### src/design/tank_fill_pump_controller_assert.svh
// Assertion macros shared by the pump controller RTL.
`ifndef TANK_FILL_PUMP_CONTROLLER_ASSERT_SVH
`define TANK_FILL_PUMP_CONTROLLER_ASSERT_SVH

// Same-cycle implication, checked out of reset.
`define TFPC_ASSERT_NOW(name, clk, rst, ante, cons) \
  name: assert property (@(posedge clk) disable iff (rst) (ante) |-> (cons)) \
    else $error("tfpc: check failed");

// Next-cycle implication, checked out of reset.
`define TFPC_ASSERT_NEXT(name, clk, rst, ante, cons) \
  name: assert property (@(posedge clk) disable iff (rst) (ante) |=> (cons)) \
    else $error("tfpc: check failed");

`endif

### src/design/tfpc_pkg.sv
// Types, widths, register map and reset values of the tank fill pump controller.
`timescale 1ns / 1ps

package tfpc_pkg;

  localparam int MODE_W  = 2;
  localparam int FILT_W  = 16;
  localparam int FCNT_W  = FILT_W + 1;
  localparam int CFG_T_W = 24;
  localparam int TIMER_WIDTH_DEF = 24;

  localparam int DATA_W = 32;
  localparam int ADDR_W = 5;
  localparam int IDX_W  = 3;

  typedef enum logic [MODE_W-1:0] {
    MODE_AUTO      = 2'd0,
    MODE_MANUAL    = 2'd1,
    MODE_MAINT     = 2'd2,
    MODE_FORCE_OFF = 2'd3
  } mode_t;

  localparam logic [IDX_W-1:0] REG_MODE    = 3'd0;
  localparam logic [IDX_W-1:0] REG_FILTER  = 3'd1;
  localparam logic [IDX_W-1:0] REG_MAX_RUN = 3'd2;
  localparam logic [IDX_W-1:0] REG_MIN_OFF = 3'd3;
  localparam logic [IDX_W-1:0] REG_FINISH  = 3'd4;

  localparam mode_t              MODE_RST    = MODE_AUTO;
  localparam logic [FILT_W-1:0]  FILTER_RST  = 16'd3000;
  localparam logic [CFG_T_W-1:0] MAX_RUN_RST = 24'd900000;
  localparam logic [CFG_T_W-1:0] MIN_OFF_RST = 24'd30000;
  localparam logic [CFG_T_W-1:0] FINISH_RST  = 24'd60000;

  typedef struct packed {
    logic low_switch_raw;
    logic high_switch_raw;
    logic stop_pressed;
    logic start_pressed;
    logic emergency_stop;
  } item_t;

  typedef struct packed {
    logic pump_on;
    logic fault_latched;
    logic sensors_incoherent;
    logic high_level_filtered;
    logic low_level_filtered;
    logic manual_run_active;
    logic finishing_active;
    logic pump_started;
    logic pump_stopped;
  } result_t;

endpackage

### src/design/tank_fill_pump_controller.sv
// Tank fill pump controller: level switch filters, run/off timers and pump decision.
// An item's result is computed as it leaves the input register and is held in the result
// register until it is transferred out.
// Throughput: one item per clock while the result channel does not stall; the filter and
// pump state update in the single pass between the input register and the result register.
// Reset (rst, synchronous): pump off, fault, latches and counters cleared, filtered levels
// high, configuration registers back to their defaults, both registers empty.
`timescale 1ns / 1ps
`include "tank_fill_pump_controller_assert.svh"

module tank_fill_pump_controller #(
  parameter int TIMER_WIDTH = tfpc_pkg::TIMER_WIDTH_DEF
) (
  input  logic                       clk,
  input  logic                       rst,
  // item channel
  input  logic                       in_valid,
  output logic                       in_stall,
  input  logic                       low_switch_raw,
  input  logic                       high_switch_raw,
  input  logic                       stop_pressed,
  input  logic                       start_pressed,
  input  logic                       emergency_stop,
  // result channel
  output logic                       out_valid,
  input  logic                       out_stall,
  output logic                       pump_on,
  output logic                       fault_latched,
  output logic                       sensors_incoherent,
  output logic                       high_level_filtered,
  output logic                       low_level_filtered,
  output logic                       manual_run_active,
  output logic                       finishing_active,
  output logic                       pump_started,
  output logic                       pump_stopped,
  // configuration port
  input  logic                       psel,
  input  logic                       penable,
  input  logic                       pwrite,
  input  logic [tfpc_pkg::ADDR_W-1:0] paddr,
  input  logic [tfpc_pkg::DATA_W-1:0] pwdata,
  output logic [tfpc_pkg::DATA_W-1:0] prdata,
  output logic                       pready
);

  localparam int CMP_W = (TIMER_WIDTH > tfpc_pkg::CFG_T_W) ? TIMER_WIDTH : tfpc_pkg::CFG_T_W;
  localparam logic [TIMER_WIDTH-1:0] TIMER_MAX = {TIMER_WIDTH{1'b1}};

  // configuration registers
  tfpc_pkg::mode_t                  mode;
  logic [tfpc_pkg::FILT_W-1:0]      filter_ticks;
  logic [tfpc_pkg::CFG_T_W-1:0]     max_run_ticks;
  logic [tfpc_pkg::CFG_T_W-1:0]     min_off_ticks;
  logic [tfpc_pkg::CFG_T_W-1:0]     finish_ticks;

  logic                         cfg_wr;
  logic [tfpc_pkg::IDX_W-1:0]   cfg_idx;

  assign pready  = 1'b1;
  assign cfg_wr  = psel && penable && pwrite;
  assign cfg_idx = paddr[tfpc_pkg::ADDR_W-1:2];

  always_ff @(posedge clk) begin
    if (rst) begin
      mode          <= tfpc_pkg::MODE_RST;
      filter_ticks  <= tfpc_pkg::FILTER_RST;
      max_run_ticks <= tfpc_pkg::MAX_RUN_RST;
      min_off_ticks <= tfpc_pkg::MIN_OFF_RST;
      finish_ticks  <= tfpc_pkg::FINISH_RST;
    end else if (cfg_wr) begin
      case (cfg_idx)
        tfpc_pkg::REG_MODE:    mode <= tfpc_pkg::mode_t'(pwdata[tfpc_pkg::MODE_W-1:0]);
        tfpc_pkg::REG_FILTER:  filter_ticks <= pwdata[tfpc_pkg::FILT_W-1:0];
        tfpc_pkg::REG_MAX_RUN: max_run_ticks <= pwdata[tfpc_pkg::CFG_T_W-1:0];
        tfpc_pkg::REG_MIN_OFF: min_off_ticks <= pwdata[tfpc_pkg::CFG_T_W-1:0];
        tfpc_pkg::REG_FINISH:  finish_ticks <= pwdata[tfpc_pkg::CFG_T_W-1:0];
        default: ;
      endcase
    end
  end

  always_comb begin
    case (cfg_idx)
      tfpc_pkg::REG_MODE:    prdata = tfpc_pkg::DATA_W'(mode);
      tfpc_pkg::REG_FILTER:  prdata = tfpc_pkg::DATA_W'(filter_ticks);
      tfpc_pkg::REG_MAX_RUN: prdata = tfpc_pkg::DATA_W'(max_run_ticks);
      tfpc_pkg::REG_MIN_OFF: prdata = tfpc_pkg::DATA_W'(min_off_ticks);
      tfpc_pkg::REG_FINISH:  prdata = tfpc_pkg::DATA_W'(finish_ticks);
      default:               prdata = '0;
    endcase
  end

  // input register and result register handshake
  logic               s1_valid;
  tfpc_pkg::item_t    s1;
  tfpc_pkg::result_t  res;
  tfpc_pkg::result_t  res_next;
  logic               out_free;
  logic               adv;

  assign out_free = !out_valid || !out_stall;
  assign adv      = s1_valid && out_free;
  assign in_stall = s1_valid && !out_free;

  always_ff @(posedge clk) begin
    if (rst) begin
      s1_valid  <= 1'b0;
      out_valid <= 1'b0;
    end else begin
      if (in_valid && !in_stall) begin
        s1_valid <= 1'b1;
      end else if (adv) begin
        s1_valid <= 1'b0;
      end
      if (adv) begin
        out_valid <= 1'b1;
      end else if (!out_stall) begin
        out_valid <= 1'b0;
      end
    end
  end

  always_ff @(posedge clk) begin
    if (in_valid && !in_stall) begin
      s1.low_switch_raw  <= low_switch_raw;
      s1.high_switch_raw <= high_switch_raw;
      s1.stop_pressed    <= stop_pressed;
      s1.start_pressed   <= start_pressed;
      s1.emergency_stop  <= emergency_stop;
    end
    if (adv) begin
      res <= res_next;
    end
  end

  // controller state
  logic                          relay, fault, manual, fin, hs, ls;
  logic [tfpc_pkg::FCNT_W-1:0]   hcnt, lcnt;
  logic [tfpc_pkg::CFG_T_W-1:0]  run;
  logic [TIMER_WIDTH-1:0]        off, fcnt;

  logic                          relay_next, fault_next, manual_next, fin_next;
  logic                          hs_next, ls_next;
  logic [tfpc_pkg::FCNT_W-1:0]   hcnt_next, lcnt_next;
  logic [tfpc_pkg::CFG_T_W-1:0]  run_next;
  logic [TIMER_WIDTH-1:0]        off_next, fcnt_next;
  logic                          incoherent, run_fault, req_on, req_off;
  logic                          ev_start, ev_stop;
  logic [tfpc_pkg::FCNT_W-1:0]   filt_lim;

  assign filt_lim = tfpc_pkg::FCNT_W'(filter_ticks);

  always_comb begin
    relay_next  = relay;
    fault_next  = fault;
    manual_next = manual;
    fin_next    = fin;
    hs_next     = hs;
    ls_next     = ls;
    hcnt_next   = hcnt;
    lcnt_next   = lcnt;
    run_next    = run;
    off_next    = off;
    fcnt_next   = fcnt;
    run_fault   = 1'b0;
    req_on      = 1'b0;
    req_off     = 1'b0;
    ev_start    = 1'b0;
    ev_stop     = 1'b0;

    // saturating timers
    if (!relay && off != TIMER_MAX) off_next = off + 1'b1;
    if (fin && fcnt != TIMER_MAX) fcnt_next = fcnt + 1'b1;

    // level filters: an active reading must outlast the filter delay
    if (!s1.high_switch_raw && hs) begin
      if (hcnt == '0) begin
        hcnt_next = tfpc_pkg::FCNT_W'(1);
      end else if (hcnt > filt_lim) begin
        hs_next   = 1'b0;
        hcnt_next = '0;
      end else begin
        hcnt_next = hcnt + 1'b1;
      end
    end else if (s1.high_switch_raw) begin
      hs_next   = 1'b1;
      hcnt_next = '0;
    end

    if (!s1.low_switch_raw && ls) begin
      if (lcnt == '0) begin
        lcnt_next = tfpc_pkg::FCNT_W'(1);
      end else if (lcnt > filt_lim) begin
        ls_next   = 1'b0;
        lcnt_next = '0;
      end else begin
        lcnt_next = lcnt + 1'b1;
      end
    end else if (s1.low_switch_raw) begin
      ls_next   = 1'b1;
      lcnt_next = '0;
    end

    incoherent = !hs_next && ls_next;

    if (relay) begin
      if (run >= max_run_ticks) run_fault = 1'b1;
      else run_next = run + 1'b1;
    end

    if (s1.emergency_stop || fault) begin
      req_off     = 1'b1;
      manual_next = 1'b0;
      fin_next    = 1'b0;
    end else if (run_fault) begin
      fault_next  = 1'b1;
      req_off     = 1'b1;
      manual_next = 1'b0;
      fin_next    = 1'b0;
    end else begin
      case (mode)
        tfpc_pkg::MODE_AUTO: begin
          if (incoherent) begin
            req_off  = 1'b1;
            fin_next = 1'b0;
          end else if (!hs_next) begin
            // full: start or continue the finishing period
            if (!fin) begin
              fin_next  = 1'b1;
              fcnt_next = '0;
              req_on    = 1'b1;
            end else if (CMP_W'(fcnt_next) < CMP_W'(finish_ticks)) begin
              req_on = 1'b1;
            end else begin
              req_off = 1'b1;
            end
          end else begin
            fin_next = 1'b0;
            if (ls_next) req_on = 1'b1;
          end
        end
        tfpc_pkg::MODE_MANUAL: begin
          if (s1.stop_pressed || !hs_next) begin
            req_off     = 1'b1;
            manual_next = 1'b0;
            fin_next    = 1'b0;
          end else begin
            fin_next = 1'b0;
            if (s1.start_pressed || manual) begin
              manual_next = 1'b1;
              req_on      = 1'b1;
            end else begin
              req_off = 1'b1;
            end
          end
        end
        tfpc_pkg::MODE_MAINT: begin
          req_off     = 1'b1;
          manual_next = 1'b0;
        end
        default: req_off = 1'b1;
      endcase
    end

    // apply the pump request; a start waits out the minimum off time
    if (req_on) begin
      if (!fault_next && CMP_W'(off_next) >= CMP_W'(min_off_ticks) && !relay) begin
        relay_next = 1'b1;
        run_next   = '0;
        ev_start   = 1'b1;
      end
    end else if (req_off && relay) begin
      relay_next = 1'b0;
      off_next   = '0;
      ev_stop    = 1'b1;
    end

    res_next.pump_on             = relay_next;
    res_next.fault_latched       = fault_next;
    res_next.sensors_incoherent  = incoherent;
    res_next.high_level_filtered = hs_next;
    res_next.low_level_filtered  = ls_next;
    res_next.manual_run_active   = manual_next;
    res_next.finishing_active    = fin_next;
    res_next.pump_started        = ev_start;
    res_next.pump_stopped        = ev_stop;
  end

  always_ff @(posedge clk) begin
    if (rst) begin
      relay  <= 1'b0;
      fault  <= 1'b0;
      manual <= 1'b0;
      fin    <= 1'b0;
      hs     <= 1'b1;
      ls     <= 1'b1;
      hcnt   <= '0;
      lcnt   <= '0;
      run    <= '0;
      off    <= '0;
      fcnt   <= '0;
    end else if (adv) begin
      relay  <= relay_next;
      fault  <= fault_next;
      manual <= manual_next;
      fin    <= fin_next;
      hs     <= hs_next;
      ls     <= ls_next;
      hcnt   <= hcnt_next;
      lcnt   <= lcnt_next;
      run    <= run_next;
      off    <= off_next;
      fcnt   <= fcnt_next;
    end
  end

  assign pump_on             = res.pump_on;
  assign fault_latched       = res.fault_latched;
  assign sensors_incoherent  = res.sensors_incoherent;
  assign high_level_filtered = res.high_level_filtered;
  assign low_level_filtered  = res.low_level_filtered;
  assign manual_run_active   = res.manual_run_active;
  assign finishing_active    = res.finishing_active;
  assign pump_started        = res.pump_started;
  assign pump_stopped        = res.pump_stopped;

  `TFPC_ASSERT_NEXT(a_fault_sticky, clk, rst, fault, fault)
  `TFPC_ASSERT_NOW(a_fault_pump_off, clk, rst, fault, !relay)
  `TFPC_ASSERT_NEXT(a_state_holds, clk, rst, !adv, $stable(relay) && $stable(off))
  `TFPC_ASSERT_NOW(a_start_runs, clk, rst, out_valid && pump_started, pump_on && !pump_stopped)

endmodule
### config.mk
export PLATFORM = sky130hd
export DESIGN_NAME = tank_fill_pump_controller
export DESIGN_NICKNAME = d
export VERILOG_FILES = /design/src/design/tfpc_pkg.sv /design/src/design/tank_fill_pump_controller.sv
export VERILOG_INCLUDE_DIRS = /design/src /design/src/design
export SDC_FILE = /design/constraint.sdc
export NUM_CORES = 1
export LEC_CHECK = 0
export BUFFER_PORTS_ARGS = -buffer_cell sky130_fd_sc_hd__buf_2
export CORE_MARGIN = 2
export CORE_UTILIZATION = 55
export CTS_CLUSTER_DIAMETER = 50
export DETAILED_ROUTE_END_ITERATION = 8
export PLACE_DENSITY = 0.85
export SETUP_SLACK_MARGIN = 0.15
export SYNTH_ARGS = -nofsm -noshare
export SYNTH_HDL_FRONTEND = slang
export SYNTH_SLANG_ARGS = --single-unit
### constraint.sdc
create_clock -name clk -period 7.9 [get_ports clk]
set_input_delay 1.185 -clock clk [delete_from_list [all_inputs] [get_ports clk]]
set_output_delay 1.185 -clock clk [all_outputs]
set_load 0.005 [all_outputs]
==> impl_results.md <==
* RSZ-0062 raised after global routing: false
* Largest net degree at the start of global routing at between 100 and 150
* Met2 usage at 0.508
* DIE HEIGHT at between 150 and 200 um
* Synthesized cell area at between 10,000 and 15,000 um^2
* Die X at around 160 um
* Cts hold-fix bufs at 0
* Most Crowded Layer GR: met2
* FP Rows at 57
* Final #Nets at roughly 1,900
* Distinct cell type count after synthesis at 86
* Avg Synthesized Cell Area at slightly below 8 um^2
* CP Launch Type: flop
* Maximum clock path buffer count at 3
* Core box area at 24,200 um^2
* Final setup violation count at 0
* Vias per cell at roughly 6.2
* H-tree Lvls at 1
* Commonest cells post-synth: nand2_1, dfxtp_1, a21oi_1
* Layout cells sized above 1 at 0.101
* Drt drc at 0
* P_leak at 5.84 nW
* CTS tree: built
* Register area share after synthesis at 0.334
* Gr usage total at 0.295
* Sink Count at about 220
* Met3 usage at 0.0465
* Pre-CTS setup slack at 2.71 ns
* Synth area leaders: dfxtp_1, ha_1, nand2_1
* Clock power frac at 0.507
* Max_cap viols at 0
* Status: finished, final reports clean
* Final Max Tran Viols at 0
* WL per Instance at 18.7 um
* Initial DRC count at ~1,300
* Final design utilization at 0.617
* Slew margin rel. at 0.165
* Root buffer cell: clkbuf_16
* First-pass detailed-route iteration total at 6
* Seq cells post-synth at about 220
* Cts repair resizes at 0
* GRT overflow at 0
* IO Count at 93
* Vias in the first global route at between 10,000 and 15,000
* CP Class: reg2reg
* Number of buffers created by CTS at 26
* Req. time, crit path at roughly 8.3 ns
* PwrDens at approximately 180 nW/um^2
* Post-DP HPWL at roughly 27 mm
* Worst-margin pin slew at between 1 and 1.5 ns
* Switch share at 0.234
* Arr. time, crit path at ~5.7 ns
* Synth area leader: dfxtp_1
* Max IR drop VDD at between 0.15 and 0.2 mV
* Final Hold Fails at 0
* Initial Util at 0.558
* Worst Path Max Fanout at 24
* HP Class: reg2reg
* Post-synthesis cell count at approximately 1,700
* Fin Clk Skew at around 0.0089 ns
* GPL Wtd Cong at ~0.95
* Die area at roughly 26,000 um^2
* Yosys top cell area share at 0.303
* Vias post-DR at around 13,000
* Diodes inserted at 0
* Clock slew at reported path FFs at roughly 0.060 ns
* Antenna violations before repair at 0
* Final min period at 5.33 ns
* Synth Flop Type: dfxtp_1
* Setup WS post-layout at roughly 2.6 ns
* Top-count cell post-synth: nand2_1
* Crit end category: flop
* Flop pwr share at 0.429
* Sum Neg Setup Slack at 0 ns
* Routed Antenna Nets at 0
* Comb power frac at 0.064
* First-pass GRT wire length at approximately 62 mm
* Port bufs at 73
* Synthesis Warnings at 0
* Area delta synth->final at 10.4%
* Post-synth EDFFs at 14
* NetSw at 622 uW
* Final WL at ~39 mm
* Period utilization at 0.675
* Clk_lat worst skew at about 0.53 ns
* Fmax at 188 MHz
* Post-CTS Setup Repair Bufs at 0
* GR Util met1 at 0.366
* Asr flop ratio synth at 0
* Cell Int Power at between 2 and 2.5 mW
-- layer usage --
layer	vias to the layer above	wire, um
met5	-	0
met4	0	1780
met3	137	3010
met2	603	18600
met1	6077	15400
li1	6115	-
-- state kept, by name, summed over array words and instances (netlist names), 2 cells and up --
signal         flops
fcnt              24
filter_ticks      16
finish_ticks      24
hcnt              17
lcnt              17
max_run_ticks     24
min_off_ticks     24
mode               2
off               24
run               24
s1                 5
-- final timing paths --
kind / to / slack [ns] / from / cells past startpoint
max reg2reg: off[2]$_SDFFE_PP0P_ / 2.57 / fcnt[0]$_SDFFE_PP0P_ / 17
min: max_run_ticks[3]$_SDFFE_PP0P_ / 0.46 / max_run_ticks[3]$_SDFFE_PP0P_ / 2
max: off[2]$_SDFFE_PP0P_ / 2.57 / fcnt[0]$_SDFFE_PP0P_ / 17
min reg2reg: max_run_ticks[3]$_SDFFE_PP0P_ / 0.46 / max_run_ticks[3]$_SDFFE_PP0P_ / 2
-- kinds of logic after synthesis --
kind of cell,Yosys count,share of synthesized area
flip-flops,218,0.334
AND/OR/NAND/NOR,659,0.245
AO/OA/AOI/OAI,420,0.194
XOR/XNOR,68,0.0447
multiplexers,14,0.0106
other,2,0.000556
buffers and inverters,223,0.0678
adder cells (fa/ha/maj),112,0.104
-- cells in the final DEF (no fill, tap or decap), drive strengths merged, types with 18 or more instances in the layout --
cell	n
clkbuf	36
nand4	31
nor4	22
inv	117
a21oi	154
and3	30
buf	83
xnor2	57
nor3	67
dfxtp	204
nand2	281
o211ai	46
nor2	74
a22oi	18
nand3	72
o21ai	106
ha	112
-- worst max-delay path: stages, from the launching register on --
cell and delay (ns):
dfxtp_1 0.37, ha_1 0.26, nand4_1 0.12, or4_1 0.19
o2111ai_2 0.22, nor4_1 0.59, nand3_1 0.30, nor2_1 0.22
xor2_1 0.10, ha_1 0.32, nand4_1 0.16, nor3_1 0.45
nand3_1 0.13, a41oi_1 0.26, a21oi_2 0.11, a32o_2 0.31
a21oi_2 0.79, o21ai_0 0.24
-- power groups by stage --
stage	Clock [mW]	Combinational (mW)	Sequential, mW
final	1.35	0.170	1.14
after global routing	1.40	0.184	1.14
after CTS	1.35	0.166	1.14
after detailed placement	0	0.164	1.16
after global placement	0	0.162	1.16
after floorplan	0	0.111	1.16
-- cell type report --
class                   instances  area (um^2)
flip-flops and latches        218         4500
inverters                     118          443
clock buffers                  36          749
multi-input cells            1282         8130
repair buffers                 83          447
fillers                      1988         9270
well taps                     324          405
clock inverters                12          226
-- metrics by stage --
stage	std cells	total power, mW	area [um^2]	hold slack [ns]
finish	2073	2.66	14900	0.459
CTS	2073	2.66	14900	0.458
floorplan	1723	1.27	13500	0.436
global placement	2025	1.32	13900	0.442
global route	2073	2.72	14900	0.484
detailed placement	2025	1.33	13900	0.447
Power figures use the tool's default switching activity.
